## config.mk

```make
export PLATFORM = sky130hd
export DESIGN_NAME = wmpc_out
export DESIGN_NICKNAME = d
export VERILOG_FILES = /design/src/rtl/wmpc_pkg.sv /design/src/rtl/wmpc_out.sv
export SDC_FILE = /design/constraint.sdc
export NUM_CORES = 1
export LEC_CHECK = 0
export CORE_MARGIN = 2
export CORE_UTILIZATION = 30
export CTS_BUF_LIST = sky130_fd_sc_hd__clkbuf_4
export CTS_CLUSTER_DIAMETER = 30
export CTS_CLUSTER_SIZE = 20
export DETAILED_ROUTE_END_ITERATION = 16
export DONT_BUFFER_PORTS = 1
export GPL_TIMING_DRIVEN = 0
export PLACE_DENSITY = 0.45
export SLEW_MARGIN = 30
export SYNTH_ARGS = -nofsm -noshare
export SYNTH_HDL_FRONTEND = slang
export SYNTH_SLANG_ARGS = --single-unit
```

## constraint.sdc

```tcl
create_clock -name clk -period 3.9 [get_ports clk]
set_clock_uncertainty 0.15 [all_clocks]
set_input_delay 0.39 -clock clk [delete_from_list [all_inputs] [get_ports clk]]
set_output_delay 0.39 -clock clk [all_outputs]
set_load 0.005 [all_outputs]
```

## src/rtl/wmpc_pkg.sv

```systemverilog
`timescale 1ns / 1ps
// Package with the shared field widths, item kinds and structs of the pattern counter.
package wmpc_pkg;

  // Field widths of the input and result items.
  localparam int FUNC_W      = 2;
  localparam int IDX_W       = 3;
  localparam int POS_W       = 6;
  localparam int BYTE_W      = 8;
  localparam int LEN_FIELD_W = 7;
  localparam int OCNT_W      = 21;

  // A finish reports at most this many patterns.
  localparam int MAX_RESULTS = 8;

  // Bus widths: the packed fields rounded up to whole bytes.
  localparam int IN_DATA_W  = 32;
  localparam int OUT_DATA_W = 32;

  typedef enum logic [FUNC_W-1:0] {
    FUNC_WRITE  = 2'd0,
    FUNC_LENGTH = 2'd1,
    FUNC_SCAN   = 2'd2,
    FUNC_FINISH = 2'd3
  } func_t;

  // Control broadcast from the top level to every cell of the window.
  typedef struct packed {
    logic              shift;
    logic              wr_en;
    logic [IDX_W-1:0]  wr_pat;
    logic [BYTE_W-1:0] wr_byte;
    logic              wr_wild;
    logic              rot;
    logic [IDX_W-1:0]  rot_pat;
  } cell_ctl_t;

  // One stored pattern position.
  typedef struct packed {
    logic              wild;
    logic [BYTE_W-1:0] byte_val;
  } pat_entry_t;

  // One result item, laid out as it appears on the output bus.
  typedef struct packed {
    logic              sat;
    logic              present;
    logic [OCNT_W-1:0] count;
    logic [IDX_W-1:0]  pattern;
  } result_t;

endpackage

```

## src/rtl/wmpc_out.sv

```systemverilog
`timescale 1ns / 1ps
// Result queue: holds the counts of one finish and shifts them out one transfer at a time.
module wmpc_out #(
  parameter int NUM_RESULTS = 8
) (
  input  logic                 clk,
  input  logic                 rst_n,
  input  logic                 load,
  input  wmpc_pkg::result_t    load_data [NUM_RESULTS],
  output logic                 can_load,
  output logic                 out_tvalid,
  input  logic                 out_tready,
  output wmpc_pkg::result_t    out_res,
  output logic                 out_tlast
);
  import wmpc_pkg::*;

  localparam int REM_W = $clog2(NUM_RESULTS + 1);

  result_t          slot_r [NUM_RESULTS];
  logic [REM_W-1:0] rem_r;
  logic             take;

  assign take       = out_tvalid && out_tready;
  assign out_tvalid = (rem_r != '0);
  assign out_tlast  = (rem_r == REM_W'(1));
  assign can_load   = !out_tvalid || (take && out_tlast);
  assign out_res    = slot_r[0];

  always_ff @(posedge clk) begin
    if (!rst_n) begin
      rem_r <= '0;
    end else if (load) begin
      rem_r <= REM_W'(NUM_RESULTS);
    end else if (take) begin
      rem_r <= rem_r - REM_W'(1);
    end
  end

  always_ff @(posedge clk) begin
    if (load) begin
      slot_r <= load_data;
    end else if (take) begin
      for (int k = 0; k < NUM_RESULTS - 1; k++) begin
        slot_r[k] <= slot_r[k + 1];
      end
    end
  end

endmodule

```

==> metrics.txt, run 1 <==
outcome did not finish; Failed at clock tree synthesis; Error [ERROR RSZ-0060] Max buffer count reached.; post-synthesis register bit count 212; Port Buf Inserts 0; Core Rows 62; mapped cell area 8850 µm²; EDFF count, synth 208; Clock Tree Buf Depth 3; Syn Nets 680; Root Driver clkbuf_4; ys flop type edfxtp_1; cts hold-fix bufs 190; sequential share of the synthesized area 71.5%; setup bufs post-CTS 0; Placed Cells 853; Cells after Synth 466; Synth async-reset ratio 0%; clk sink count 212; H-tree depth 2; Avg Cell Area, Syn 19.0 µm²; HPWL after DPL 13300 µm; die width 176 µm; Ys Warns 0; Final Wtd Congestion 0.734; post_cts resized 0; I/O Pins 241; Die H 176 µm; post-synthesis cell type count 25; Starting Density 30.7%; Placement Setup Slack 0.958 ns; Num CTS Buffers 49
[cell usage after synthesis, types with 2 or more instances]
cell        n  area (µm²)
a21o_2      2        17.5
mux2_2    182        2050
edfxtp_1  208        6250
dfxtp_1     4        80.1
buf_2      20         100
inv_1       2        7.51
buf_4      26         195
ha_1        2        25.0
nand2_1     2        7.51
a21oi_1     3        15.0
[per-stage QoR]
| step | cell area [µm²] | utilization, % | setup TNS, ns |
|---|---|---|---|
| 2_1_floorplan | 8850 | - | 0 |
| 3_3_place_gp | 9330 | 32.3 | -190.83 |
| 3_5_place_dp | 9420 | 32.6 | 0 |
[cell families after synthesis]
logic type	share of synthesized area, %
AND/OR/NAND/NOR	0.890
AO/OA/AOI/OAI	0.579
buffers and inverters	3.65
adder cells (fa/ha/maj)	0.283
multiplexers	23.1
flip-flops	71.5
==> run 2, diff against run 1 <==
CORE_UTILIZATION = 20   (was 30)
CTS_BUF_LIST = not set   (was sky130_fd_sc_hd__clkbuf_4)
CTS_CLUSTER_DIAMETER = not set   (was 30)
CTS_CLUSTER_SIZE = not set   (was 20)
PLACE_DENSITY = not set   (was 0.45)
PLACE_DENSITY_LB_ADDON = 0.15   (was not set)
clock period = 5.1 ns   (was 3.9 ns; I/O delays follow)
==> run 2 against run 1 <==
Synthesized cell count unchanged. Synthesized area unchanged. The flow now finishes without violations.
==> metrics.txt, run 2 <==
Synth async-reset ratio 0% (unchanged); ys flop type edfxtp_1; CTS tree built; Avg Cell Area, Syn 19.0 µm² (unchanged); Clock Tree Buf Depth 3 (unchanged); setup bufs post-CTS 0 (unchanged); Yosys top cell area share 70.5% (unchanged); Worst slew margin 65.2%; post-synthesis cell type count 25 (unchanged); Post-Route WL 21200 µm; GRT Overall Usage 9.07%; placed inst area 9680 µm² (+2.8%); Worst-path clk slew 0.06 ns; critical path class reg -> reg; commonest cells after routing, fill and taps aside edfxtp_1, mux2_2, dlygate4sd3_1, clkbuf_16, buf_4; post-synthesis register bit count 212 (unchanged); Worst Tran Pin Value 0.522 ns; Syn Nets 680 (unchanged); hold path depth 1; synth-to-layout area growth 22.8%; wire per inst 18.5 µm; Hold Path Class in -> reg; HPWL after DPL 15600 µm (+17%); Commonest cells post-synth edfxtp_1, mux2_2, buf_4, buf_2, dfxtp_1; Routed Antenna Nets 0; Final Wtd Congestion 0.700 (-4.7%); maximum VDD drop 245 µV; largest register by flop count slot_r; share of cells above drive strength 1 50.7%; Fin Setup TNS 0 ns; DR pass1 iterations 4; hold slack final 0.0445 ns; die width 214 µm (+22%); largest net degree at the start of global routing 55; mapped cell area 8850 µm² (unchanged); slack of the critical path 2.51 ns; clk sink count 212 (unchanged); leading cell type in the layout, fill and taps excluded edfxtp_1; part of the cycle the worst path needs 50.8%; final net count 740; post_cts resized 0 (unchanged); Cells after Synth 466 (unchanged); vias in the first global route 4604; worst path required time 5.16 ns; Port Buf Inserts 0 (unchanged); Root Driver clkbuf_16; count leader, synth edfxtp_1; CP Max Fanout 48; post-synth top area cell edfxtp_1; crit start category register; largest cells by area after synthesis edfxtp_1, mux2_2, buf_4; I/O Pins 241 (unchanged); Final Slew Violations 0; core area 43900 µm²; initial antenna violation count 9; H-tree depth 1 (-1); Final Instance Area 10900 µm²; sequential share of the synthesized area 71.5% (unchanged); first-pass GRT wire length 30800 µm; crit end category register; DR vias/cell 3.59; Die H 214 µm (+22%); DR iter-0 viols 137; max FFs per register 182; fill count 4530; Static Leak 3.69 nW; Worst Path Arrival 2.65 ns; f_max 386 MHz; RSZ-0062 raised after global routing false; Clock Latency Late Sink 0.53 ns; Core Rows 77 (+24%); Ys Warns 0 (unchanged); final setup fails 0; grt total ovfl 0; DRC errors left 0; Placement Setup Slack 1.87 ns (+0.911 ns); max cap viols 0; Fin. Hold Viols 0; Die ar. 46000 µm²; Worst R2R Path Depth 7; Starting Density 20.2% (-11 points); fin crit period 2.59 ns; Num CTS Buffers 26 (-47%); Pwr Density 408 nW/µm²; EDFF count, synth 208 (unchanged); outcome complete, no violations; detailed-route via count 4107; cts hold-fix bufs 29 (-85%)
==> run 2: cell counts after synthesis <==
No cell type changed its count.
==> run 2: final timing paths <==
| kind | from | to | slack, ns |
|---|---|---|---|
| hold / removal | load_data[170] | slot_r[170]$_DFFE_PP_ | 0.04 |
| hold reg to reg | rem_r[2]$_SDFFE_PP0P_ | rem_r[2]$_SDFFE_PP0P_ | 0.37 |
| setup reg to reg | rem_r[0]$_SDFFE_PP0P_ | slot_r[45]$_DFFE_PP_ | 2.51 |
| setup / recovery | rem_r[0]$_SDFFE_PP0P_ | slot_r[45]$_DFFE_PP_ | 2.51 |
==> run 2: power breakdown <==
part | leakage (nW) | total, mW | internal [mW] | switching, mW
clock | 0.431 | 1.88 | 1.16 | 0.723
sequential | 2.10 | 2.20 | 2.15 | 0.0528
combinational | 1.16 | 0.357 | 0.197 | 0.160
total | 3.69 | 4.44 | 3.51 | 0.935
==> run 2: cell families after synthesis <==
group / synth area share (%)
AOI/OAI and AO/OA: 0.579
DFF: 71.5
adders and majority gates: 0.283
buffers and inverters: 3.65
muxes: 23.1
and+or+nand+nor: 0.890
==> run 2: area by class of cell <==
class | instances | area [µm²] | area share (%)
Inverter | 2 | 7.51 | 0.0690
Tap cell | 592 | 741 | 6.81
Clock inverter | 19 | 196 | 1.81
Antenna cell | 5 | 12.5 | 0.115
Multi-Input combinational cell | 203 | 2210 | 20.3
Sequential cell | 212 | 6330 | 58.2
Buffer | 49 | 315 | 2.90
Timing Repair Buffer | 32 | 383 | 3.52
Clock buffer | 29 | 683 | 6.28
==> run 2: layer usage <==
metal  GRT usage [%]  vias up  share of wire [%]
met5               0        -               0.13
li1                -     1915                  -
met3            3.19       43                7.7
met1            10.2     1991                 39
met2            15.4      152                 50
met4            4.19        6                3.0
==> run 2: worst max-delay path, stage by stage, from the launching register on <==
cell and delay (ns):
dfxtp_1 0.36, inv_1 0.09, ha_1 0.23, or3b_1 0.18, buf_6 0.13, a21o_4 0.45
buf_16 0.30, buf_16 0.28
==> run 2: per-stage QoR <==
stage | std cells | util [%] | total power [mW]
2_1_floorplan | 466 | - | 2.48
3_3_place_gp | 1058 | 21.8 | 2.57
3_5_place_dp | 1061 | 22.0 | 2.58
4_1_cts | 1138 | 24.7 | 4.54
5_1_grt | 1141 | 24.7 | 4.65
6_report | 1143 | 24.8 | 4.44
(Power assumes the default switching activity.)
==> run 3, diff against run 2 <==
clock period = 2.6 ns   (was 5.1 ns; I/O delays follow)
==> run 3 against run 2 <==
Total power up 94%. Utilization rose by 4.0 points. Hold slack improved by 0.15 ns. Register-to-register slack got worse by 2.2 ns. Sequential power increased by 96%. Final cell count grew 15%. Critical path depth is the same. Sequential share of layout area decreased by 8.0 points. First-iteration DRC count up 53%. Via count up 15%. Largest cell class unchanged.
==> metrics.txt, run 3 (synthesis gave the netlist of run 2 again) <==
outcome complete, no violations; critical path class reg -> reg; Final Wtd Congestion 0.703 (+0.51%); Die H 214 µm (unchanged); DR vias/cell 3.59 (-0.21%); placed inst area 9710 µm² (+0.23%); CP endpoint slot_r[37]$_DFFE_PP_; multi-input logic area 2220 µm² (+0.57%); I/O Pins 241 (unchanged); Final Instance Area 12600 µm² (+16%); final setup fails 0 (unchanged); Crit path max-delay family buffers and inverters; GRT Overall Usage 9.53% (+0.46 points); CP max stage delay 0.36 ns (-0.09 ns); Core Rows 77 (unchanged); DRC errors left 0 (unchanged); launching point of the worst reg2reg path rem_r[1]$_SDFFE_PP0P_; leading cell type in the layout, fill and taps excluded dlygate4sd3_1; synth-to-layout area growth 42.5%; crit start category register; wire per inst 16.7 µm (-9.8%); Stages on worst setup path 7 (unchanged); Pwr Density 682 nW/µm² (+67%); grt total ovfl 0 (unchanged); Placed Cells 1062 (+0.094%); detailed-route via count 4733 (+15%); CTS tree built; share of cells above drive strength 1 37.7% (-13 points); Port Buf Inserts 0 (unchanged); capturing point of the worst reg2reg path slot_r[37]$_DFFE_PP_; DR iter-0 viols 210 (+53%); RSZ-0062 raised after global routing false; post_cts resized 0 (unchanged); maximum VDD drop 449 µV (+83%); non-filler instance count after layout 1320 (+15%); slowest stage cell, crit path or3b_1; f_max 435 MHz (+13%); Fin. Hold Viols 0 (unchanged); setup bufs post-CTS 0 (unchanged); core area 43900 µm² (unchanged); Num CTS Buffers 26 (unchanged); Root Driver clkbuf_16; Starting Density 20.2% (unchanged); final net count 924 (+25%); Final Slew Violations 0 (unchanged); crit-path cells inv_2 > ha_4 > or3b_1 > buf_6 > a21o_4 > buf_12 > buf_12; Worst slew margin 74.1% (+8.9 points); crit path from rem_r[1]$_SDFFE_PP0P_; worst path required time 2.72 ns (-2.44 ns); Worst Path Arrival 2.42 ns (-0.23 ns); Worst Tran Pin Value 0.384 ns (-0.138 ns); clk sink count 212 (unchanged); vias in the first global route 5440 (+18%); largest register by flop count slot_r; part of the cycle the worst path needs 88.3% (+38 points); fin crit period 2.30 ns (-0.295 ns); DR pass1 iterations 4 (unchanged); HPWL after DPL 15900 µm (+1.5%); crit end category register; CP Max Fanout 44 (-8.3%); max cap viols 0 (unchanged); Post-Route WL 22100 µm (+4.2%); initial antenna violation count 2 (-7); largest net degree at the start of global routing 47 (-15%); Hold Path Class in -> reg; first-pass GRT wire length 33200 µm (+7.8%); Clock Tree Buf Depth 3 (unchanged); Routed Antenna Nets 0 (unchanged); Clock Latency Late Sink 0.54 ns (about the same); fill count 4383 (-3.2%); Static Leak 4.41 nW (+19%); Die ar. 46000 µm² (unchanged); Worst R2R Path Depth 7 (unchanged); Worst R2R Setup Slack 0.30 ns (-2.21 ns); commonest cells after routing, fill and taps aside dlygate4sd3_1, edfxtp_1, mux2_2, buf_4, clkbuf_16; max FFs per register 182 (unchanged); Total Power 8.60 mW (+94%); Worst-path clk slew 0.06 ns (about the same); die width 214 µm (unchanged); Reg area 6330 µm² (about the same); most used cell, CP buf_12; Buf/Inv on CP 4 (unchanged); Fin Setup TNS 0 ns (unchanged); H-tree depth 1 (unchanged)
==> run 3: cell count changes in the layout (fill, tap and decap cells not counted), sizes merged <==
| cell | delta |
|---|---|
| buf | +1 |
| bufinv | -3 |
| clkinvlp | -1 |
| diode | -4 |
| dlygate4sd3 | +183 |
| clkbuf | +8 |
| clkinv | -7 |
==> run 3: per-layer routing <==
metal,routed length (µm),global-route usage (%),vias to the layer above
met3,1320,2.47,40
met2,10900,16.3,158
met4,586,3.47,0
met1,9220,11.5,2257
li1,-,-,2278
met5,0,0,-
==> run 3: repair_timing <==
action	in CTS	in global routing
endpoints found under the hold margin	238	0
hold buffers	212	0
endpoints found under the setup margin	0	0
==> run 3: worst min path at each step <==
| stage | endpoint | cells past startpoint | from |
|---|---|---|---|
| 2_1_floorplan | slot_r[0]$_DFFE_PP_ | 0 | load_data[0] |
| 3_3_place_gp | slot_r[1]$_DFFE_PP_ | 0 | load_data[1] |
| 3_5_place_dp | slot_r[0]$_DFFE_PP_ | 0 | load_data[0] |
| 4_1_cts | slot_r[13]$_DFFE_PP_ | 1 | load_data[13] |
| 5_1_grt | slot_r[8]$_DFFE_PP_ | 1 | load_data[8] |
| 6_report | slot_r[1]$_DFFE_PP_ | 1 | load_data[1] |
==> run 3: area by class of cell <==
class	instances	share of cell area [%]
Clock inverter	8	0.466
Tap cell	592	5.87
Timing Repair Buffer	216	17.6
Inverter	2	0.0595
Multi-Input combinational cell	203	17.6
Clock buffer	37	5.65
Buffer	49	2.52
Sequential cell	212	50.2
Antenna cell	1	0.0198
==> run 3: metrics by stage <==
stage	utilization, %	worst slack [ns]	hold slack, ns
5_1_grt	28.7	0.186	0.166
2_1_floorplan	-	0.00283	0.209
3_3_place_gp	21.9	-0.894	0.209
4_1_cts	28.7	0.290	0.154
3_5_place_dp	22.1	-0.00425	0.209
6_report	28.7	0.303	0.199
==> run 3: report_power, final <==
group / total, mW / internal, mW / switching [mW]
Combinational: 0.943 / 0.571 / 0.372
Clock: 3.33 / 1.98 / 1.35
Sequential: 4.32 / 4.22 / 0.104
Total: 8.60 / 6.77 / 1.83
==> run 3: worst reg2reg max path: stages (launching register included) <==
cell and delay [ns]:
dfxtp_2 0.33, inv_2 0.08, ha_4 0.14, or3b_1 0.36, buf_6 0.15, a21o_4 0.33
buf_12 0.23, buf_12 0.24
