--- src/rtl/wmpc_pkg.sv ---
`timescale 1ns / 1ps
// Package with the shared field widths, item kinds and structs of the pattern counter.
package wmpc_pkg;

  // Field widths of the input and result items.
  localparam int FUNC_W      = 2;
  localparam int IDX_W       = 3;
  localparam int POS_W       = 6;
  localparam int BYTE_W      = 8;
  localparam int LEN_FIELD_W = 7;
  localparam int OCNT_W      = 21;

  // A finish reports at most this many patterns.
  localparam int MAX_RESULTS = 8;

  // Bus widths: the packed fields rounded up to whole bytes.
  localparam int IN_DATA_W  = 32;
  localparam int OUT_DATA_W = 32;

  typedef enum logic [FUNC_W-1:0] {
    FUNC_WRITE  = 2'd0,
    FUNC_LENGTH = 2'd1,
    FUNC_SCAN   = 2'd2,
    FUNC_FINISH = 2'd3
  } func_t;

  // Control broadcast from the top level to every cell of the window.
  typedef struct packed {
    logic              shift;
    logic              wr_en;
    logic [IDX_W-1:0]  wr_pat;
    logic [BYTE_W-1:0] wr_byte;
    logic              wr_wild;
    logic              rot;
    logic [IDX_W-1:0]  rot_pat;
  } cell_ctl_t;

  // One stored pattern position.
  typedef struct packed {
    logic              wild;
    logic [BYTE_W-1:0] byte_val;
  } pat_entry_t;

  // One result item, laid out as it appears on the output bus.
  typedef struct packed {
    logic              sat;
    logic              present;
    logic [OCNT_W-1:0] count;
    logic [IDX_W-1:0]  pattern;
  } result_t;

endpackage

--- src/rtl/wmpc_cell.sv ---
`timescale 1ns / 1ps
// One window cell: a history byte, its slot of every pattern, and the per-pattern compare.
module wmpc_cell #(
  parameter int NUM_PATTERNS = 8,
  parameter int LEN_W        = 7,
  parameter int INDEX        = 0
) (
  input  logic                                   clk,
  input  wmpc_pkg::cell_ctl_t                    ctl,
  input  logic                                   wr_sel,
  input  logic [wmpc_pkg::BYTE_W-1:0]            hist_in,
  input  wmpc_pkg::pat_entry_t                   pat_in,
  input  logic [NUM_PATTERNS-1:0][LEN_W-1:0]     pat_len,
  output logic [wmpc_pkg::BYTE_W-1:0]            hist_out,
  output wmpc_pkg::pat_entry_t                   pat_out,
  output logic [NUM_PATTERNS-1:0]                pos_ok
);
  import wmpc_pkg::*;

  logic [BYTE_W-1:0] hist_r;
  pat_entry_t        slot_r [NUM_PATTERNS];

  always_ff @(posedge clk) begin
    if (ctl.shift) begin
      hist_r <= hist_in;
    end
  end

  // Writes and ring rotation never happen in the same cycle.
  always_ff @(posedge clk) begin
    for (int p = 0; p < NUM_PATTERNS; p++) begin
      if (ctl.wr_en && wr_sel && (int'(ctl.wr_pat) == p)) begin
        slot_r[p] <= '{wild: ctl.wr_wild, byte_val: ctl.wr_byte};
      end else if (ctl.rot && (int'(ctl.rot_pat) == p)) begin
        slot_r[p] <= pat_in;
      end
    end
  end

  always_comb begin
    pat_out = slot_r[0];
    for (int p = 0; p < NUM_PATTERNS; p++) begin
      if (int'(ctl.rot_pat) == p) begin
        pat_out = slot_r[p];
      end
    end
  end

  // A cell beyond a pattern's length always agrees.
  always_comb begin
    for (int p = 0; p < NUM_PATTERNS; p++) begin
      pos_ok[p] = (INDEX >= int'(pat_len[p])) || slot_r[p].wild ||
                  (slot_r[p].byte_val == hist_r);
    end
  end

  assign hist_out = hist_r;

endmodule

--- config.mk ---
export PLATFORM = sky130hd
export DESIGN_NAME = wmpc_cell
export DESIGN_NICKNAME = d
export VERILOG_FILES = /design/src/rtl/wmpc_pkg.sv /design/src/rtl/wmpc_cell.sv
export SDC_FILE = /design/constraint.sdc
export NUM_CORES = 1
export LEC_CHECK = 0
export BUFFER_PORTS_ARGS = -buffer_cell sky130_fd_sc_hd__buf_2
export CORE_ASPECT_RATIO = 0.75
export CORE_MARGIN = 1
export CORE_UTILIZATION = 59
export DETAILED_ROUTE_END_ITERATION = 6
export GPL_ROUTABILITY_DRIVEN = 1
export PLACE_DENSITY_LB_ADDON = 0.05
export SYNTH_ARGS = -nofsm -noshare
export SYNTH_HDL_FRONTEND = slang
export SYNTH_SLANG_ARGS = --single-unit
--- constraint.sdc ---
create_clock -name clk -period 5.2 [get_ports clk]
set_clock_uncertainty 0.2 [all_clocks]
set_input_delay 0.26 -clock clk [delete_from_list [all_inputs] [get_ports clk]]
set_output_delay 0.26 -clock clk [all_outputs]
set_load 0.1 [all_outputs]
---- After elaboration in Yosys (flattened, before gate mapping) ----
Memories as Yosys holds them, arrays and structs flattened.
Cells that the tools add are included.
storage, ports and cells
  bits in read-only memories .............. 0
  memory bits (writable) .................. 72
  memories kept ........................... 1
  bits in latches ......................... 0
  output and inout bits ................... 25
  word-level logic and storage cells ...... 130
  bits in registers ....................... 8
  input port bits ......................... 93
operators by class
  reductions and logical operators ........ 35
  $mul .................................... 0
  multiplexer cells ....................... 55
  shift operators ......................... 0
  bitwise logic cells ..................... 8
  div/mod/pow operators ................... 0
  $lt $le $gt $ge ......................... 8
  equality and inequality tests ........... 22
  add/sub/neg operators ................... 0
memory list
  memory  depth  width  rd ports  clocked after memory_dff  write ports  line             source
  slot_r  8      9      8         0                         8            wmpc_cell.sv:21  pat_entry_t slot_r [NUM_PATTERNS];
operators with widths
  cell                  count
  $mux W9               15
  $eq A8 B8 Y1          8
  $ge A1 B7 Y1 const A  8
  $mux W1               40
  $eq A3 B3 Y1 const B  8
  $logic_and A1 B1 Y1   17
  $logic_or A1 B1 Y1    16
  $eq A3 B2 Y1 const B  4
  $or A1 B1 Y1          8
  $eq A3 B1 Y1 const B  2
  $logic_not A3 Y1      2

---- Longest topological paths before layout ----
Gate-level depths: netlist of run 1.
  depth after elaboration ................. 8
  mapped depth ............................ 6
  gate-level depth less buffers ........... 4

---- Least setup slack after synthesis of run 1 ----
Ideal clock, no wire load.
  path type ............................... register to output
  from .................................... register hist_r[1], in the netlist hist_out[1]
  to ...................................... output pos_ok[0]
  buffers on the path ..................... 1
  stages on the path, launching flop included .. 5
  arrival ................................. 3744 ps
  slack ................................... 996 ps
  cells stage by stage .................... edfxtp_1 buf_1 xnor2_1 nand4_1 o21ai_0
on the way
  cells in the longest elaborated chain, start to end .. 2
ends and longest elaborated chain
  what                    line             source
  start, declared         wmpc_cell.sv:20  logic [BYTE_W-1:0] hist_r;
  start signal, assigned  wmpc_cell.sv:25  hist_r <= hist_in;
  $eq A8 B8 Y1            wmpc_cell.sv:53  (slot_r[p].byte_val == hist_r);
  $logic_or A1 B1 Y1      wmpc_cell.sv:52  pos_ok[p] = (INDEX >= int'(pat_len[p])) || slot_r[p].wild ||
  end, declared           wmpc_cell.sv:16  output logic [NUM_PATTERNS-1:0] pos_ok
Every way passes these cells.

---- Worst setup path in the final report of run 1 ----
  from .................................... register hist_r[5], in the netlist hist_out[5]
  to ...................................... output pos_ok[5]
Same word-level chain as after synthesis.

==> results of run 1 <==
==> cells by family (layout without fill, tap and decap cells) <==
logic type | after synthesis | after routing | synth area share, %
flip-flops | 80 | 80 | 48.7
buffers and inverters | 21 | 149 | 1.75
multiplexers | 95 | 95 | 25.0
XOR/XNOR | 64 | 64 | 11.4
AND/OR/NAND/NOR | 76 | 76 | 7.94
AO/OA/AOI/OAI | 35 | 35 | 5.25
==> per-layer routing <==
metal | global-route usage, % | share of wire (%)
met5 | 0 | 0
met4 | 8.08 | 1.6
met3 | 8.67 | 11
met2 | 56.1 | 47
met1 | 45.4 | 41
==> layout make-up <==
cell class | instances | share of cell area (%)
multi-input cells | 270 | 41.5
inverters | 3 | 0.192
repair buffers | 130 | 12.0
flip-flops and latches | 80 | 40.9
clock buffers | 11 | 2.23
well taps | 105 | 2.23
clock inverters | 5 | 0.979
==> how the worst max path moves through the flow <==
stage,cells past startpoint,from,slack [ps],endpoint
2_1_floorplan,4,hist_out[1],1000,pos_ok[0]
3_3_place_gp,4,ctl[2],2450,slot_r[1][8]
3_5_place_dp,4,ctl[2],2360,slot_r[1][5]
4_1_cts,4,hist_out[5],2490,pos_ok[5]
5_1_grt,4,hist_out[5],2360,pos_ok[7]
6_report,4,hist_out[5],2430,pos_ok[5]
==> registers in the layout (all words and copies together), names as in the netlist <==
signal and flops:
hist_out 8, slot_r 72
==> cell usage in the layout (no fill, tap or decap), types with 9 or more instances in the layout <==
| cell type | synthesis | routed |
|---|---|---|
| buf_2 | 6 | 117 |
| edfxtp_1 | 80 | 80 |
| mux2_2 | 74 | 74 |
| xnor2_1 | 64 | 64 |
| nand2_1 | 27 | 27 |
| nand4_1 | 18 | 18 |
| mux4_2 | 15 | 15 |
| o21ai_0 | 15 | 15 |
| a21oi_1 | 9 | 9 |
| clkbuf_8 | 0 | 9 |
==> power by group <==
group,internal [W],total [W],switching (W)
Sequential,0.000750,0.000793,0.0000423
Clock,0.000222,0.000458,0.000236
Combinational,0.000143,0.000397,0.000254
==> what timing repair did <==
item	in CTS	in global routing
hold buffers	8	0
endpoints found under the hold margin	8	0
resized for setup	0	0
==> stage by stage <==
step / instance area, um2 / worst slack, ps
global route: 5880 / 2360
detailed placement: 5610 / 2360
global placement: 5610 / 2450
floorplan: 4930 / 996
finish: 5880 / 2430
CTS: 5880 / 2490
==> summary.md, run 1 <==
| Metric | Value |
|---|---|
| Hold Crit Depth | `1` |
| Synth Instances | `371` |
| Multi-input logic area | `2440 um2` |
| Crit Path Class | `flip-flop to output pin` |
| Nature of the critical path startpoint | `flip-flop` |
| Slew margin rel. | `30.0%` |
| Total die area | `8730 um2` |
| Launch point of the worst hold path | `ctl[17]` |
| Most frequent cell after synthesis | `edfxtp_1` |
| Synth Flop Type | `edfxtp_1` |
| Syn. warnings | `0` |
| Final setup viols | `0` |
| Vias in the first global route | `3588` |
| Crit-path slowest cell | `edfxtp_1` |
| Power Dens Cells | `280 nW/um2` |
| DR WL/cell | `23.7 um` |
| Crit end category | `output pin` |
| Buffers on Ports | `117` |
| Fin nets | `587` |
| Maximum fanout along the worst path | `9` |
| Critical path's largest stage delay | `620 ps` |
| Required time worst endpoint | `4740 ps` |
| Largest net degree at the start of global routing | `28` |
| Crit path time final | `2770 ps` |
| LEAKAGE | `2.10 nW` |
| Worst Hold Class | `primary input to flip-flop` |
| Hold_ws | `107 ps` |
| Gr ovfl total | `0` |
| Final worst path period share | `53.4%` |
| Placed Cells | `580` |
| Root buf cell | `clkbuf_8` |
| Ant. Diodes | `0` |
| Initial DRC Count | `231` |
| Final slew viol count | `0` |
| Largest cells by area after synthesis | `edfxtp_1 (49%), mux2_2 (17%), xnor2_1 (11%)` |
| Status | `complete, no violations` |
| Die Wd | `108 um` |
| Final Wtd Congestion | `0.888` |
| Synth top area share | `48.7%` |
| Final antenna-violating net count | `0` |
| CTS Sinks | `80` |
| Total track usage | `34.0%` |
| Area leader, netlist | `edfxtp_1` |
| Worst Path Arrival | `2310 ps` |
| Starting Density | `61.7%` |
| FF+latch area | `2400 um2` |
| VDD IR-drop max | `157 uV` |
| Design Power | `0.00165 W` |
| Drt pass-1 iters | `4` |
| # IOs | `118` |
| Max Freq | `360 MHz` |
| Non-filler instance count after layout | `604` |
| Area grow syn2layout | `19.2%` |
| Final Core Density | `73.6%` |
| Bufs and invs on worst path | `1` |
| #FFs+latches synth | `80` |
| Final WL | `14300 um` |
| Worst-path cell chain | `xnor2_1 -> nand4_1 -> o21ai_0 -> buf_2` |
| Fin Setup TNS | `0 ps` |
| CTS Buffer Depth | `2` |
| Number of flops mapped to enable cells by yosys | `80` |
| Row cnt | `28` |
| Max cap viols | `0` |
| RSZ-0062 raised after global routing | `false` |
| Global-route wire length before repair | `20600 um` |
| Avg Inst Size Synth | `13.3 um2` |
| Async set-or-reset flop fraction in the synthesized netlist | `0%` |
| Syn Nets | `464` |
| WHS Endpoint | `hist_out[7]` |
| TritonCTS buffer count | `9` |
| Core ar. | `7990 um2` |
| DPL Wire Length | `10200 um` |
| Reg clk slew, reported paths | `80 ps` |
| Seq/Total Area, Yosys | `48.7%` |
| Fin. Hold Viols | `0` |
| Synth cell count leaders | `edfxtp_1 (80), mux2_2 (74), xnor2_1 (64)` |
| Worst-margin pin slew | `1050 ps` |
| Die Height | `81.2 um` |
| Via count | `3851` |
| CTS tree | `done` |
| Setup Fix Bufs, Post-CTS | `0` |
| Initial antenna violation count | `0` |
| # DRC | `0` |
| Layout cell share with drive strength beyond 1 | `45.9%` |
| CP delay by family, top | `flip-flops` |
| Vias per cell | `6.38` |
| Netlist cell types | `32` |
| CTS H-tree depth | `3` |
| FILL cells | `570` |
| Netlist Area Pre-Place | `4930 um2` |
Power figures use the tool's default switching activity.
==> run 2, diff against run 1 <==
Settings changed: CORE_UTILIZATION 59 to 49.
Clock period 5.2 ns to 2.3 ns, I/O delays scaled along.
==> summary.md, run 2 (synthesis results as in run 1) <==
| Metric | Value |
|---|---|
| CTS H-tree depth | `3 (unchanged)` |
| CTS Buffer Depth | `2 (unchanged)` |
| Power Dens Cells | `644 nW/um2 (was 280 nW/um2)` |
| Worst-margin pin slew | `803 ps (was 1050 ps)` |
| Global-route wire length before repair | `22900 um (was 20600 um)` |
| Largest reg by FF count | `slot_r (unchanged)` |
| Max Freq | `441 MHz` |
| Gr ovfl total | `0 (unchanged)` |
| Levels on crit path | `5 (was 4)` |
| Final WL | `15500 um (was 14300 um)` |
| Design Power | `0.00432 W (was 0.00165 W)` |
| DPL Wire Length | `11600 um (was 10200 um)` |
| Largest register FFs | `72 (unchanged)` |
| Total track usage | `30.8% (was 34.0%)` |
| Worst Path Arrival | `1950 ps (was 2310 ps)` |
| Via count | `3920 (was 3851)` |
| Die Wd | `118 um (was 108 um)` |
| # IOs | `118 (unchanged)` |
| # DRC | `0 (unchanged)` |
| Buffers on Ports | `117 (unchanged)` |
| Final slew viol count | `0 (unchanged)` |
| Worst Hold Class | `primary input to flip-flop (unchanged)` |
| Reg clk slew, reported paths | `60 ps (was 80 ps)` |
| Crit Path Class | `flip-flop to output pin (unchanged)` |
| Commonest non-fill, non-tap cell in the layout | `buf_2 (unchanged)` |
| Core ar. | `9700 um2 (was 7990 um2)` |
| Ant. Diodes | `0 (unchanged)` |
| Final setup margin | `34.4 ps (was 2430 ps)` |
| Vias per cell | `5.82 (was 6.38)` |
| Critical path's largest stage delay | `380 ps (was 620 ps)` |
| Slew margin rel. | `46.0% (was 30.0%)` |
| Initial DRC Count | `240 (was 231)` |
| Crit-path slowest cell | `edfxtp_1 (unchanged)` |
| Fin. Hold Viols | `0 (unchanged)` |
| Vias in the first global route | `3846 (was 3588)` |
| Final Wtd Congestion | `0.874 (was 0.888)` |
| Final worst path period share | `98.5%` |
| Final Core Density | `69.3% (was 73.6%)` |
| FILL cells | `745 (was 570)` |
| DR WL/cell | `23.0 um (was 23.7 um)` |
| RSZ-0062 raised after global routing | `true (was false)` |
| DP Worst Slack | `268 ps (was 2360 ps)` |
| Starting Density | `50.9% (was 61.7%)` |
| CTS Sinks | `80 (unchanged)` |
| Most frequent cells in the layout | `buf_2 (107), edfxtp_1 (80), mux2_2 (74), xnor2_1 (55), buf_4 (36) (was buf_2 (117), edfxtp_1 (80), mux2_2 (74), xnor2_1 (64), nand2_1 (27))` |
| Hold_ws | `7.54 ps (was 107 ps)` |
| Final antenna-violating net count | `0 (unchanged)` |
| Worst-path cell chain | `buf_4 -> xnor2_1 -> nand4_1 -> o21ai_4 -> buf_12 (was xnor2_1 -> nand4_1 -> o21ai_0 -> buf_2)` |
| Nature of the critical path startpoint | `flip-flop (unchanged)` |
| CP delay by family, top | `flip-flops (unchanged)` |
| TritonCTS buffer count | `9 (unchanged)` |
| Initial antenna violation count | `0 (unchanged)` |
| Root buf cell | `clkbuf_16 (was clkbuf_8)` |
| Drt pass-1 iters | `4 (unchanged)` |
| Total die area | `10500 um2 (was 8730 um2)` |
| Layout cell share with drive strength beyond 1 | `51.6% (was 45.9%)` |
| Bufs and invs on worst path | `2 (was 1)` |
| Final setup viols | `0 (unchanged)` |
| Fin area | `6720 um2 (was 5880 um2)` |
| Die Height | `88.9 um (was 81.2 um)` |
| Crit path time final | `2270 ps` |
| Row cnt | `31 (was 28)` |
| VDD IR-drop max | `366 uV (was 157 uV)` |
| Placed cell area | `6150 um2 (was 5610 um2)` |
| Status | `complete, no violations (unchanged)` |
| Maximum fanout along the worst path | `7 (was 9)` |
| Crit end category | `output pin (unchanged)` |
| Fin nets | `630 (was 587)` |
| Hold Crit Depth | `2 (was 1)` |
| Required time worst endpoint | `1990 ps (was 4740 ps)` |
| CTS tree | `done (unchanged)` |
| LEAKAGE | `2.49 nW (was 2.10 nW)` |
| Area grow syn2layout | `36.2% (was 19.2%)` |
| Largest net degree at the start of global routing | `22 (was 28)` |
| Max cap viols | `0 (unchanged)` |
## run 2: where the power goes
group / internal (W) / switching [W]
clock network: 0.000935 / 0.000548
registers: 0.00170 / 0.0000817
logic: 0.000425 / 0.000636
## run 2: area by class of cell
| class | count | area, um2 | area share [%] |
|---|---|---|---|
| inverters | 3 | 11.3 | 0.168 |
| clock buffers | 10 | 229 | 3.41 |
| multi-input cells | 270 | 2610 | 38.9 |
| repair buffers | 173 | 1230 | 18.3 |
| well taps | 132 | 165 | 2.46 |
| flip-flops and latches | 80 | 2400 | 35.8 |
| clock inverters | 5 | 72.6 | 1.08 |
## run 2: path summary, 6_finish.rpt
kind	slack [ps]	to	from
setup / recovery	30	pos_ok[0]	hist_out[5]
hold / removal	8	slot_r[0][6]	pat_in[6]
## run 2: timing repair
| action | in CTS | in global routing |
|---|---|---|
| setup buffers | 4 | 3 |
| setup endpoints to repair | 3 | 5 |
| endpoints found under the hold margin | 34 | 0 |
| resized for setup | 1 | 2 |
| gates cloned | 0 | 0 |
| hold buffers | 18 | 0 |
## run 2: metrics by stage
step | setup TNS, ps | cells
6_report | 0 | 673
5_1_grt | -60.5 | 673
4_1_cts | 0 | 670
3_5_place_dp | 0 | 633
3_3_place_gp | 0 | 633
2_1_floorplan | -1190 | 371
## run 2: routing by layer
layer / up-vias / GRT usage [%] / part of all wire [%]
met5: - / 0 / 0
met2: 234 / 47.2 / 45
li1: 1774 / - / -
met3: 16 / 9.86 / 11
met4: 0 / 7.34 / 1.3
met1: 1896 / 42.7 / 43
